### config.mk
export PLATFORM = sky130hd
export DESIGN_NAME = sync_word_packet_deframer_core
export DESIGN_NICKNAME = d
export VERILOG_FILES = /design/src/rtl/core/swpd_pkg.sv /design/src/rtl/core/swpd_in_stage.sv /design/src/rtl/core/swpd_engine.sv /design/src/rtl/core/sync_word_packet_deframer_core.sv
export SDC_FILE = /design/constraint.sdc
export NUM_CORES = 1
export LEC_CHECK = 0
export ABC_CLOCK_PERIOD_IN_PS = 6200
export BUFFER_PORTS_ARGS = -buffer_cell sky130_fd_sc_hd__clkbuf_2
export CAP_MARGIN = 20
export CORE_ASPECT_RATIO = 0.7
export CORE_MARGIN = 3
export CORE_UTILIZATION = 55
export DETAILED_ROUTE_END_ITERATION = 6
export PLACE_DENSITY = 0.81
export SLEW_MARGIN = 30
export SYNTH_ARGS = -nofsm -noshare
export SYNTH_HDL_FRONTEND = slang
export SYNTH_SLANG_ARGS = --single-unit
### constraint.sdc
create_clock -name clk -period 6.2 [get_ports clk]
set_input_delay 0.93 -clock clk [delete_from_list [all_inputs] [get_ports clk]]
set_output_delay 0.93 -clock clk [all_outputs]
set_load 0.02 [all_outputs]
### src/rtl/core/swpd_pkg.sv
// Package for the sync-word packet deframer: kind codes, sync bytes,
// result struct and the fixed packet layout tables. No dependencies.
`timescale 1ns / 1ps
`default_nettype none

package swpd_pkg;

	localparam logic [1:0] KIND_SWEEP = 2'd0;
	localparam logic [1:0] KIND_PHOTO = 2'd1;
	localparam logic [1:0] KIND_HOUSE = 2'd2;

	localparam logic [7:0] SYNC_SWEEP = 8'hEE;
	localparam logic [7:0] SYNC_PHOTO = 8'hFF;
	localparam logic [7:0] SYNC_HOUSE = 8'hDD;

	localparam logic [4:0] FIELD_SYNC  = 5'd0;
	localparam logic [4:0] FIELD_FIRST = 5'd1;

	typedef struct packed {
		logic        emit;
		logic [1:0]  kind;
		logic [4:0]  index;
		logic [31:0] value;
		logic        last;
	} swpd_result_t;

	// byte width of a field; 0 marks a position outside the layout
	function automatic logic [2:0] field_width(input logic [1:0] kind, input logic [4:0] fld);
		logic [2:0] w;
		w = 3'd0;
		case (kind)
			KIND_SWEEP: begin
				case (fld)
					5'd0: w = 3'd2;
					5'd1: w = 3'd4;
					5'd2: w = 3'd3;
					5'd3: w = 3'd1;
					5'd4: w = 3'd2;
					5'd5: w = 3'd2;
					default: w = 3'd0;
				endcase
			end
			KIND_PHOTO: begin
				case (fld)
					5'd0: w = 3'd2;
					5'd1: w = 3'd4;
					5'd2: w = 3'd2;
					5'd3: w = 3'd2;
					default: w = 3'd0;
				endcase
			end
			KIND_HOUSE: begin
				if (fld == 5'd1 || fld == 5'd3) begin
					w = 3'd4;
				end else if (fld <= 5'd22) begin
					w = 3'd2;
				end else begin
					w = 3'd0;
				end
			end
			default: w = 3'd0;
		endcase
		return w;
	endfunction

	function automatic logic [4:0] field_count(input logic [1:0] kind);
		logic [4:0] n;
		case (kind)
			KIND_SWEEP: n = 5'd6;
			KIND_PHOTO: n = 5'd4;
			KIND_HOUSE: n = 5'd23;
			default:    n = 5'd0;
		endcase
		return n;
	endfunction

endpackage

`default_nettype wire

### src/rtl/core/swpd_in_stage.sv
// Input register stage of the deframer: captures one byte per transfer
// and holds it until the engine takes it. Uses no package items.
`timescale 1ns / 1ps
`default_nettype none

module swpd_in_stage (
	input  wire logic       clk,
	input  wire logic       arst_n,
	input  wire logic       in_valid,
	output logic            in_stall,
	input  wire logic [7:0] stream_byte,
	input  wire logic       advance,
	output logic            valid_s1,
	output logic [7:0]      byte_s1
);

	logic take;

	// held byte blocks the input only when the engine cannot move it on
	assign in_stall = valid_s1 && !advance;
	assign take     = in_valid && !in_stall;

	always_ff @(posedge clk or negedge arst_n) begin
		if (!arst_n) begin
			valid_s1 <= 1'b0;
		end else if (take) begin
			valid_s1 <= 1'b1;
		end else if (advance) begin
			valid_s1 <= 1'b0;
		end
	end

	always_ff @(posedge clk) begin
		if (take) begin
			byte_s1 <= stream_byte;
		end
	end

endmodule

`default_nettype wire

### src/rtl/core/swpd_engine.sv
// Deframing engine: hunt/packet state registers and the single-pass
// next-state and result logic. Depends on swpd_pkg.
`timescale 1ns / 1ps
`default_nettype none

module swpd_engine (
	input  wire logic       clk,
	input  wire logic       arst_n,
	input  wire logic       step,
	input  wire logic [7:0] byte_in,
	output swpd_pkg::swpd_result_t result
);

	import swpd_pkg::*;

	logic [7:0]  held_byte_q, held_byte_d;
	logic        held_valid_q, held_valid_d;
	logic        in_packet_q, in_packet_d;
	logic [1:0]  kind_q, kind_d;
	logic [4:0]  field_q, field_d;
	logic [2:0]  bif_q, bif_d;
	logic [31:0] acc_q, acc_d;

	logic        sync_byte;
	logic [1:0]  sync_kind;
	logic [2:0]  width;
	logic [4:0]  count;
	logic [31:0] acc_shift;
	logic [2:0]  bif_inc;
	logic        is_last;

	always_comb begin
		sync_byte = (byte_in == SYNC_SWEEP) || (byte_in == SYNC_PHOTO) ||
		            (byte_in == SYNC_HOUSE);
		if (byte_in == SYNC_SWEEP) begin
			sync_kind = KIND_SWEEP;
		end else if (byte_in == SYNC_PHOTO) begin
			sync_kind = KIND_PHOTO;
		end else begin
			sync_kind = KIND_HOUSE;
		end
		width     = field_width(kind_q, field_q);
		count     = field_count(kind_q);
		acc_shift = {acc_q[23:0], byte_in};
		bif_inc   = bif_q + 3'd1;
		is_last   = (field_q + 5'd1) == count;
	end

	always_comb begin
		held_byte_d  = held_byte_q;
		held_valid_d = held_valid_q;
		in_packet_d  = in_packet_q;
		kind_d       = kind_q;
		field_d      = field_q;
		bif_d        = bif_q;
		acc_d        = acc_q;

		result.emit  = 1'b0;
		result.kind  = kind_q;
		result.index = field_q;
		result.value = acc_shift;
		result.last  = 1'b0;

		if (step) begin
			if (!in_packet_q) begin
				if (held_valid_q && held_byte_q == byte_in && sync_byte) begin
					kind_d       = sync_kind;
					in_packet_d  = 1'b1;
					held_valid_d = 1'b0;
					field_d      = FIELD_FIRST;
					bif_d        = 3'd0;
					acc_d        = 32'd0;
					result.emit  = 1'b1;
					result.kind  = sync_kind;
					result.index = FIELD_SYNC;
					result.value = {16'd0, byte_in, byte_in};
				end else begin
					held_byte_d  = byte_in;
					held_valid_d = 1'b1;
				end
			end else if (field_q >= count || width == 3'd0) begin
				// position outside the layout: drop the packet
				in_packet_d  = 1'b0;
				held_valid_d = 1'b0;
				held_byte_d  = 8'd0;
				field_d      = 5'd0;
				bif_d        = 3'd0;
				acc_d        = 32'd0;
			end else begin
				acc_d = acc_shift;
				bif_d = bif_inc;
				if (bif_inc >= width) begin
					result.emit = 1'b1;
					result.last = is_last;
					bif_d       = 3'd0;
					acc_d       = 32'd0;
					if (is_last) begin
						in_packet_d  = 1'b0;
						held_valid_d = 1'b0;
						held_byte_d  = 8'd0;
						field_d      = 5'd0;
					end else begin
						field_d = field_q + 5'd1;
					end
				end
			end
		end
	end

	always_ff @(posedge clk or negedge arst_n) begin
		if (!arst_n) begin
			held_byte_q  <= 8'd0;
			held_valid_q <= 1'b0;
			in_packet_q  <= 1'b0;
			kind_q       <= KIND_SWEEP;
			field_q      <= 5'd0;
			bif_q        <= 3'd0;
			acc_q        <= 32'd0;
		end else begin
			held_byte_q  <= held_byte_d;
			held_valid_q <= held_valid_d;
			in_packet_q  <= in_packet_d;
			kind_q       <= kind_d;
			field_q      <= field_d;
			bif_q        <= bif_d;
			acc_q        <= acc_d;
		end
	end

endmodule

`default_nettype wire

### src/rtl/core/sync_word_packet_deframer_core.sv
// A byte waits in the input stage; its field (if any) goes to the result register.
// Throughput: one byte per cycle unless the output stalls; one engine pass per byte.
// Reset (arst_n low, asynchronous): hunting with no byte held, no packet, outputs invalid.
// Top level of the sync-word packet deframer; uses swpd_pkg, swpd_in_stage, swpd_engine.
`timescale 1ns / 1ps
`default_nettype none

module sync_word_packet_deframer_core (
	input  wire logic        clk,
	input  wire logic        arst_n,
	// byte stream
	input  wire logic        in_valid,
	output logic             in_stall,
	input  wire logic [7:0]  stream_byte,
	// field results
	output logic             out_valid,
	input  wire logic        out_stall,
	output logic [1:0]       packet_kind,
	output logic [4:0]       field_index,
	output logic [31:0]      field_value,
	output logic             last_field
);

	import swpd_pkg::*;

	logic         valid_s1;
	logic [7:0]   byte_s1;
	logic         advance;
	logic         step;
	swpd_result_t result;

	logic         out_valid_q;
	logic [1:0]   kind_q;
	logic [4:0]   index_q;
	logic [31:0]  value_q;
	logic         last_q;

	// The result register may be refilled when it is empty or its transfer
	// completes this cycle; the held byte then goes through the engine.
	assign advance = !out_valid_q || !out_stall;
	assign step    = valid_s1 && advance;

	swpd_in_stage u_in_stage (
		.clk         (clk),
		.arst_n      (arst_n),
		.in_valid    (in_valid),
		.in_stall    (in_stall),
		.stream_byte (stream_byte),
		.advance     (advance),
		.valid_s1    (valid_s1),
		.byte_s1     (byte_s1)
	);

	// Engine state moves only on step, so a stalled output freezes the hunt.
	swpd_engine u_engine (
		.clk     (clk),
		.arst_n  (arst_n),
		.step    (step),
		.byte_in (byte_s1),
		.result  (result)
	);

	// Result register: bytes that complete no field leave it empty.
	always_ff @(posedge clk or negedge arst_n) begin
		if (!arst_n) begin
			out_valid_q <= 1'b0;
		end else if (advance) begin
			out_valid_q <= step && result.emit;
		end
	end

	always_ff @(posedge clk) begin
		if (step && result.emit) begin
			kind_q  <= result.kind;
			index_q <= result.index;
			value_q <= result.value;
			last_q  <= result.last;
		end
	end

	assign out_valid   = out_valid_q;
	assign packet_kind = kind_q;
	assign field_index = index_q;
	assign field_value = value_q;
	assign last_field  = last_q;

	// Sync field carries a doubled byte and never ends a packet.
	a_sync_field: assert property (@(posedge clk) disable iff (!arst_n)
		out_valid && field_index == FIELD_SYNC |->
			field_value[15:8] == field_value[7:0] && !last_field)
		else $error("sync field malformed");

	// The end flag appears only on each layout's final field.
	a_last_pos: assert property (@(posedge clk) disable iff (!arst_n)
		out_valid && last_field |->
			(packet_kind == KIND_SWEEP && field_index == 5'd5) ||
			(packet_kind == KIND_PHOTO && field_index == 5'd3) ||
			(packet_kind == KIND_HOUSE && field_index == 5'd22))
		else $error("last field flagged at wrong position");

	// The input stalls only while a byte is held and a waiting result is stalled at the output.
	a_stall_hold: assert property (@(posedge clk) disable iff (!arst_n)
		in_stall |-> valid_s1 && out_valid_q && out_stall)
		else $error("input stalled without cause");

	// A one-byte field cannot hold more than eight bits.
	a_step_width: assert property (@(posedge clk) disable iff (!arst_n)
		out_valid && packet_kind == KIND_SWEEP && field_index == 5'd3 |->
			field_value[31:8] == 24'd0)
		else $error("step field wider than a byte");

endmodule

`default_nettype wire
Yosys cells after proc, flatten, opt, wreduce, memory -nomap -nowiden
Index checks and enable logic that the tools add are counted.

word-level totals
  bits of input ports = 12
  output and inout port bits = 42
  bits in registers = 94
  word-level logic and storage cells = 112

operators by class
  reductions and logical operators = 28
  equal/unequal tests = 15
  $add $sub $neg = 2
  magnitude comparators = 3
  bitwise logic cells = 3
  mux-type cells = 47

operators with widths
  operator             number
  $mux 24              4
  $mux 41              1
  $mux 40              1
  $mux 8               5
  $mux 39              1
  $mux 5               5
  $eq 8x8->1 const B   3
  $mux 1               18
  $mux 3               5
  $pmux 5 s3           1
  $pmux 3 s4           1
  $eq 5x2->1 const B   2
  $eq 5x3->1 const B   2
  $pmux 3 s3           1
  $reduce_and 3->1     3
  $eq 8x8->1           1
  $logic_and 1x1->1    6
  $mux 2               3
  $ne 3x3->1 const B   2
  $pmux 3 s2           1
  $reduce_or 3->1      2
  $add 5x1->5 const B  1
  $eq 5x1->1 const B   1
  $eq 5x5->1           1
  17 further kinds     27

Longest topological paths before layout
  word-level depth = 10
  depth in mapped cells = 14

Hierarchy
From an unflattened synthesis, not the netlist that was laid out.

unflattened totals
  cells, all modules = 339
  area, all modules = 4424.2 µm²

modules (own cells, without submodules)
  module                          instances  cells each  seq. area each (µm²)  area each (µm²)
  swpd_engine                     1          280         1101.1                2875.3
  sync_word_packet_deframer_core  1          46          1226.2                1251.2
  swpd_in_stage                   1          13          265.3                 297.8

Worst setup path before layout
No wires, ideal clock.

  path kind = flip-flop to flip-flop
  from = reg u_engine.field_q[0]
  to = reg index_q[0] (netlist: field_index[0]), enable pin
  stages on the path, launching flop included = 13
  setup time = 0.438 ns
  slack = 1.578 ns
  arrival time = 4.185 ns
  clock period less this slack = 4.622 ns
  cell sequence = dfrtp_1 inv_1 ha_1 inv_1 a31o_2 a221oi_1 o21ai_0 ha_1 o21ai_0 a21oi_2 nand3_1 o21a_1 nor2_1

between the ends
  word-level cells in the longest chain between the ends = 10

RTL lines
  element                                               line                                  source
  start, declared                                       swpd_engine.sv:20                     logic [4:0] field_q, field_d;
  start signal, assigned                                swpd_engine.sv:124                    field_q <= field_d;
  $le 5x5->1, or another cell as far along              swpd_pkg.sv:55                        end else if (fld <= 5'd22) begin
  $mux 2, or another cell as far along                  swpd_pkg.sv:55
  $mux 3, or another cell as far along                  swpd_pkg.sv:53                        if (fld == 5'd1 || fld == 5'd3) begin
  $pmux 3 s3                                            swpd_pkg.sv:31                        case (kind)
  $ge 3x3->1 / $logic_not 3->1 (equally long branches)  swpd_engine.sv:92, swpd_engine.sv:81
  $mux 1 / $logic_or 1x1->1 (equally long branches)     swpd_engine.sv:92, swpd_engine.sv:81
  $mux 1 *                                              swpd_engine.sv:81                     end else if (field_q >= count || width == 3'd0) begin
  $mux 1 *                                              swpd_engine.sv:65                     if (!in_packet_q) begin
  $mux 41 *                                             swpd_engine.sv:64                     if (step) begin
  $logic_and 1x1->1 *                                   sync_word_packet_deframer_core.sv:73  if (step && result.emit) begin
  end signal, assigned                                  sync_word_packet_deframer_core.sv:75  index_q <= result.index;
  end, declared                                         sync_word_packet_deframer_core.sv:34  logic [4:0] index_q;

Mark *: on every way between the ends. The rest lies on a longest branch, timed or not.
A chain may end at the register's enable or synchronous reset.

Worst setup path in the final report
  from = reg u_engine.field_q[1]
  to = reg index_q[1] (netlist: field_index[1]), enable pin

Same word-level chain as after synthesis.

==> impl_results.md <==
* Status: finished, final reports clean
* M1 GR Usage at 0.298
* Gpl congestion at 0.862
* 1st-iter DRT viols at 141
* Aggregate global-route resource usage at 0.196
* Final cell count without fillers at approximately 470
* Tmin final at approximately 4000 ps
* DP HPWL at roughly 5500 µm
* Final WL at 8010 µm
* Hold buffers post-CTS at 0
* Setup repair bufs after CTS at 0
* Mean Syn Cell Area at 13.2 µm²
* Mapped cell area at about 4300 µm²
* Largest net degree at the start of global routing at 47
* Vias per inst at roughly 5.7
* First-pass iteration count of the detailed router at 4
* Cells after DPL at ~460
* Flop and latch count out of synthesis at 94
* Clock root cell: clkbuf_8
* Max Root-Sink Buffers at 2
* Clock slew at reported path FFs at 100 ps
* Die ar. at between 8000 and 9000 µm²
* Crit path capture type: flip-flop
* DRC at 0
* CTS Sinks at 94
* Slew @ Worst Pin at 587 ps
* Clk_lat worst skew at between 300 and 400 ps
* Buf+Inv Stages, Crit Path at 1
* Ys async rst share at 0.489
* Worst path required time at 6280 ps
* Number of synthesized flops with an enable pin at 48
* Core area at roughly 7400 µm²
* Synth warn at 0
* Cell row count at 26
* Grt ovf at 0
* IO Port Bufs at 53
* Post-synth cell types at between 60 and 70
* RSZ-0062 raised after global routing: false
* Dominant synthesized flop cell: edfxtp_1
* Final hold violations at 0
* Slowest cell delay on critical path at 560 ps
* Layout area overhead at 12.0%
* Cell Pwr Density at ~490 nW/µm²
* Final antenna-violating net count at 0
* Final period util at 0.645
* Startpoint Class: flip-flop
* Crit path max-delay cell type: dfrtp_1
* CP Data Arrival Time at ~4100 ps
* Seq/Total Area, Yosys at 0.608
* Number of buffers created by CTS at 9
* GRT busiest layer: met1
* Vias post-DR at ~2.7k
* Initial antenna violation count at 0
* CP Max Fanout at 28
* Nets at slightly below 400
* VDD IR max at approximately 190 µV
* Max-cap viol count at 0
* Fraction of layout cells with a size suffix above 1 at 0.242
* Cell Chain, Critical Path: ha_1 -> nor3_1 -> o32a_1 -> nor3_1 -> o21ai_0 -> ha_1 -> o21ai_0 -> a21oi_2 -> nand3_1 -> o21a_1 -> nor2_4 -> buf_16
* CTS tree: done
* Setup Total Neg Slack at 0 ps
* Max-slew headroom at 0.609
* Leading cell type in the layout, fill and taps excluded: clkbuf_2
* GR Layer Usage met3 at 0.0523
* CP Class: reg2reg
* Boundary Pins at 54
* Vias in the first global route at between 2k and 3k
* Final Max Slew Viols at 0
* Met2 usage at 0.285
* Starting density of the core at 0.575
* Delay-heaviest family, CP: compound AO/OA/AOI/OAI gates
* Synth Net Count at approximately 350
* Resize count post-CTS at 0
* Cell count after synthesis at roughly 320
* Htree depth at 3
* Commonest cells after routing, fill and taps aside: 53 x clkbuf_2, 48 x edfxtp_1, 46 x dfrtp_1
* Antenna diode count at 0
* DIE HEIGHT at roughly 80 µm
* Setup Skew at between 7 and 8 ps
* Pleak at a little over 2 nW
* Final setup viols at 0
* Die W at roughly 110 µm
* Worst hold path class: reg2reg
* WL/cell at 16.9 µm
* Fillers at around 580
* Fmax at 250 MHz
* Global-route wire length before repair at about 14,000 µm
-- Yosys cell counts, drive strengths merged (2+ instances only) --
| library cell | n | share of area |
|---|---|---|
| inv | 12 | 0.011 |
| ha | 12 | 0.035 |
| and2 | 22 | 0.032 |
| o21a | 5 | 0.0088 |
| o31ai | 2 | 0.0035 |
| nand3 | 9 | 0.011 |
| o21ai | 11 | 0.014 |
| nor4 | 2 | 0.0029 |
| nand2b | 9 | 0.015 |
| nand4 | 2 | 0.0029 |
| a21o | 4 | 0.0070 |
| nor3 | 8 | 0.012 |
| nor2 | 13 | 0.012 |
| dfrtp | 46 | 0.27 |
| xor2 | 6 | 0.012 |
| edfxtp | 48 | 0.34 |
| nand2 | 15 | 0.015 |
| buf | 16 | 0.029 |
| clkbuf | 4 | 0.0035 |
| o211ai | 2 | 0.0035 |
| a211o | 2 | 0.0041 |
| o21bai | 2 | 0.0035 |
| a21boi | 2 | 0.0035 |
| o311ai | 2 | 0.0041 |
| a22o | 33 | 0.068 |
| mux2 | 3 | 0.0079 |
| a2111oi | 2 | 0.0085 |
| a21oi | 4 | 0.0056 |
| o2bb2ai | 2 | 0.0041 |
-- path summary, 6_finish.rpt --
kind,slack [ps],depth (start not counted),startpoint,endpoint
hold / removal,510,1,u_engine.acc_q[19],u_engine.acc_q[19]
min in group asynchronous,650,2,arst_n,u_engine.held_byte_q[5]
setup reg to reg,2200,12,u_engine.field_q[1],field_index[1]
hold reg to reg,510,1,u_engine.acc_q[19],u_engine.acc_q[19]
setup / recovery,2200,12,u_engine.field_q[1],field_index[1]
max in group asynchronous,5150,2,arst_n,u_engine.acc_q[8]
-- power by group --
group	switching [mW]	internal, mW
clock network	0.225	0.154
logic	0.524	0.365
registers	0.164	0.909
-- area by class of cell --
cell class,instances,area (µm²),share of cell area
Inverter,12,45.0,0.00944
Timing Repair Buffer,57,319,0.0669
Tap cell,98,123,0.0257
Multi-Input combinational cell,197,1500,0.315
Clock buffer,9,124,0.0260
Clock inverter,7,66.3,0.0139
Sequential cell,94,2590,0.543
-- through the flow --
step / utilization / area, µm² / setup WS (ps) / total power [mW] / hold WS [ps]
after floorplan: - / 4260 / 1580 / 1.71 / 450
final: 0.643 / 4770 / 2200 / 2.34 / 510
after global placement: 0.612 / 4540 / 2180 / 1.91 / 476
after detailed placement: 0.615 / 4560 / 2280 / 1.97 / 486
after CTS: 0.641 / 4750 / 2260 / 2.34 / 509
after global routing: 0.643 / 4770 / 1900 / 2.51 / 535
-- logic make-up (layout without fill, tap and decap cells) --
logic type      Yosys count  in the layout  synth area share
flops                    94             94             0.608
simple gates             88             88             0.117
compound gates           86             86             0.169
buf+inv                  32             85            0.0432
fa+ha+maj                12             12            0.0352
xor+xnor                  8              8            0.0197
mux                       3              3           0.00793
-- registers in the layout, indices dropped and copies added (netlist names) --
register,cells
last_field,1
u_engine.in_packet_q,1
u_engine.field_q,5
u_in_stage.valid_s1,1
u_in_stage.byte_s1,8
packet_kind,2
u_engine.held_byte_q,8
field_value,32
u_engine.held_valid_q,1
u_engine.acc_q,24
field_index,5
u_engine.kind_q,2
out_valid,1
u_engine.bif_q,3
-- per-layer routing --
layer / vias to the layer above / part of all wire
met1: 1310 / 0.48
met2: 101 / 0.45
li1: 1308 / -
met3: 2 / 0.074
met4: 0 / 0.0016
met5: - / 0
-- worst reg2reg max path, cell delays in order, from the launching register on --
cell     delay, ps
dfrtp_1        560
ha_1           430
nor3_1         130
o32a_1         300
nor3_1         130
o21ai_0        130
ha_1           300
o21ai_0        150
a21oi_2        460
nand3_1        230
o21a_1         200
nor2_4         420
buf_16         250
Power figures use the tool's default switching activity.
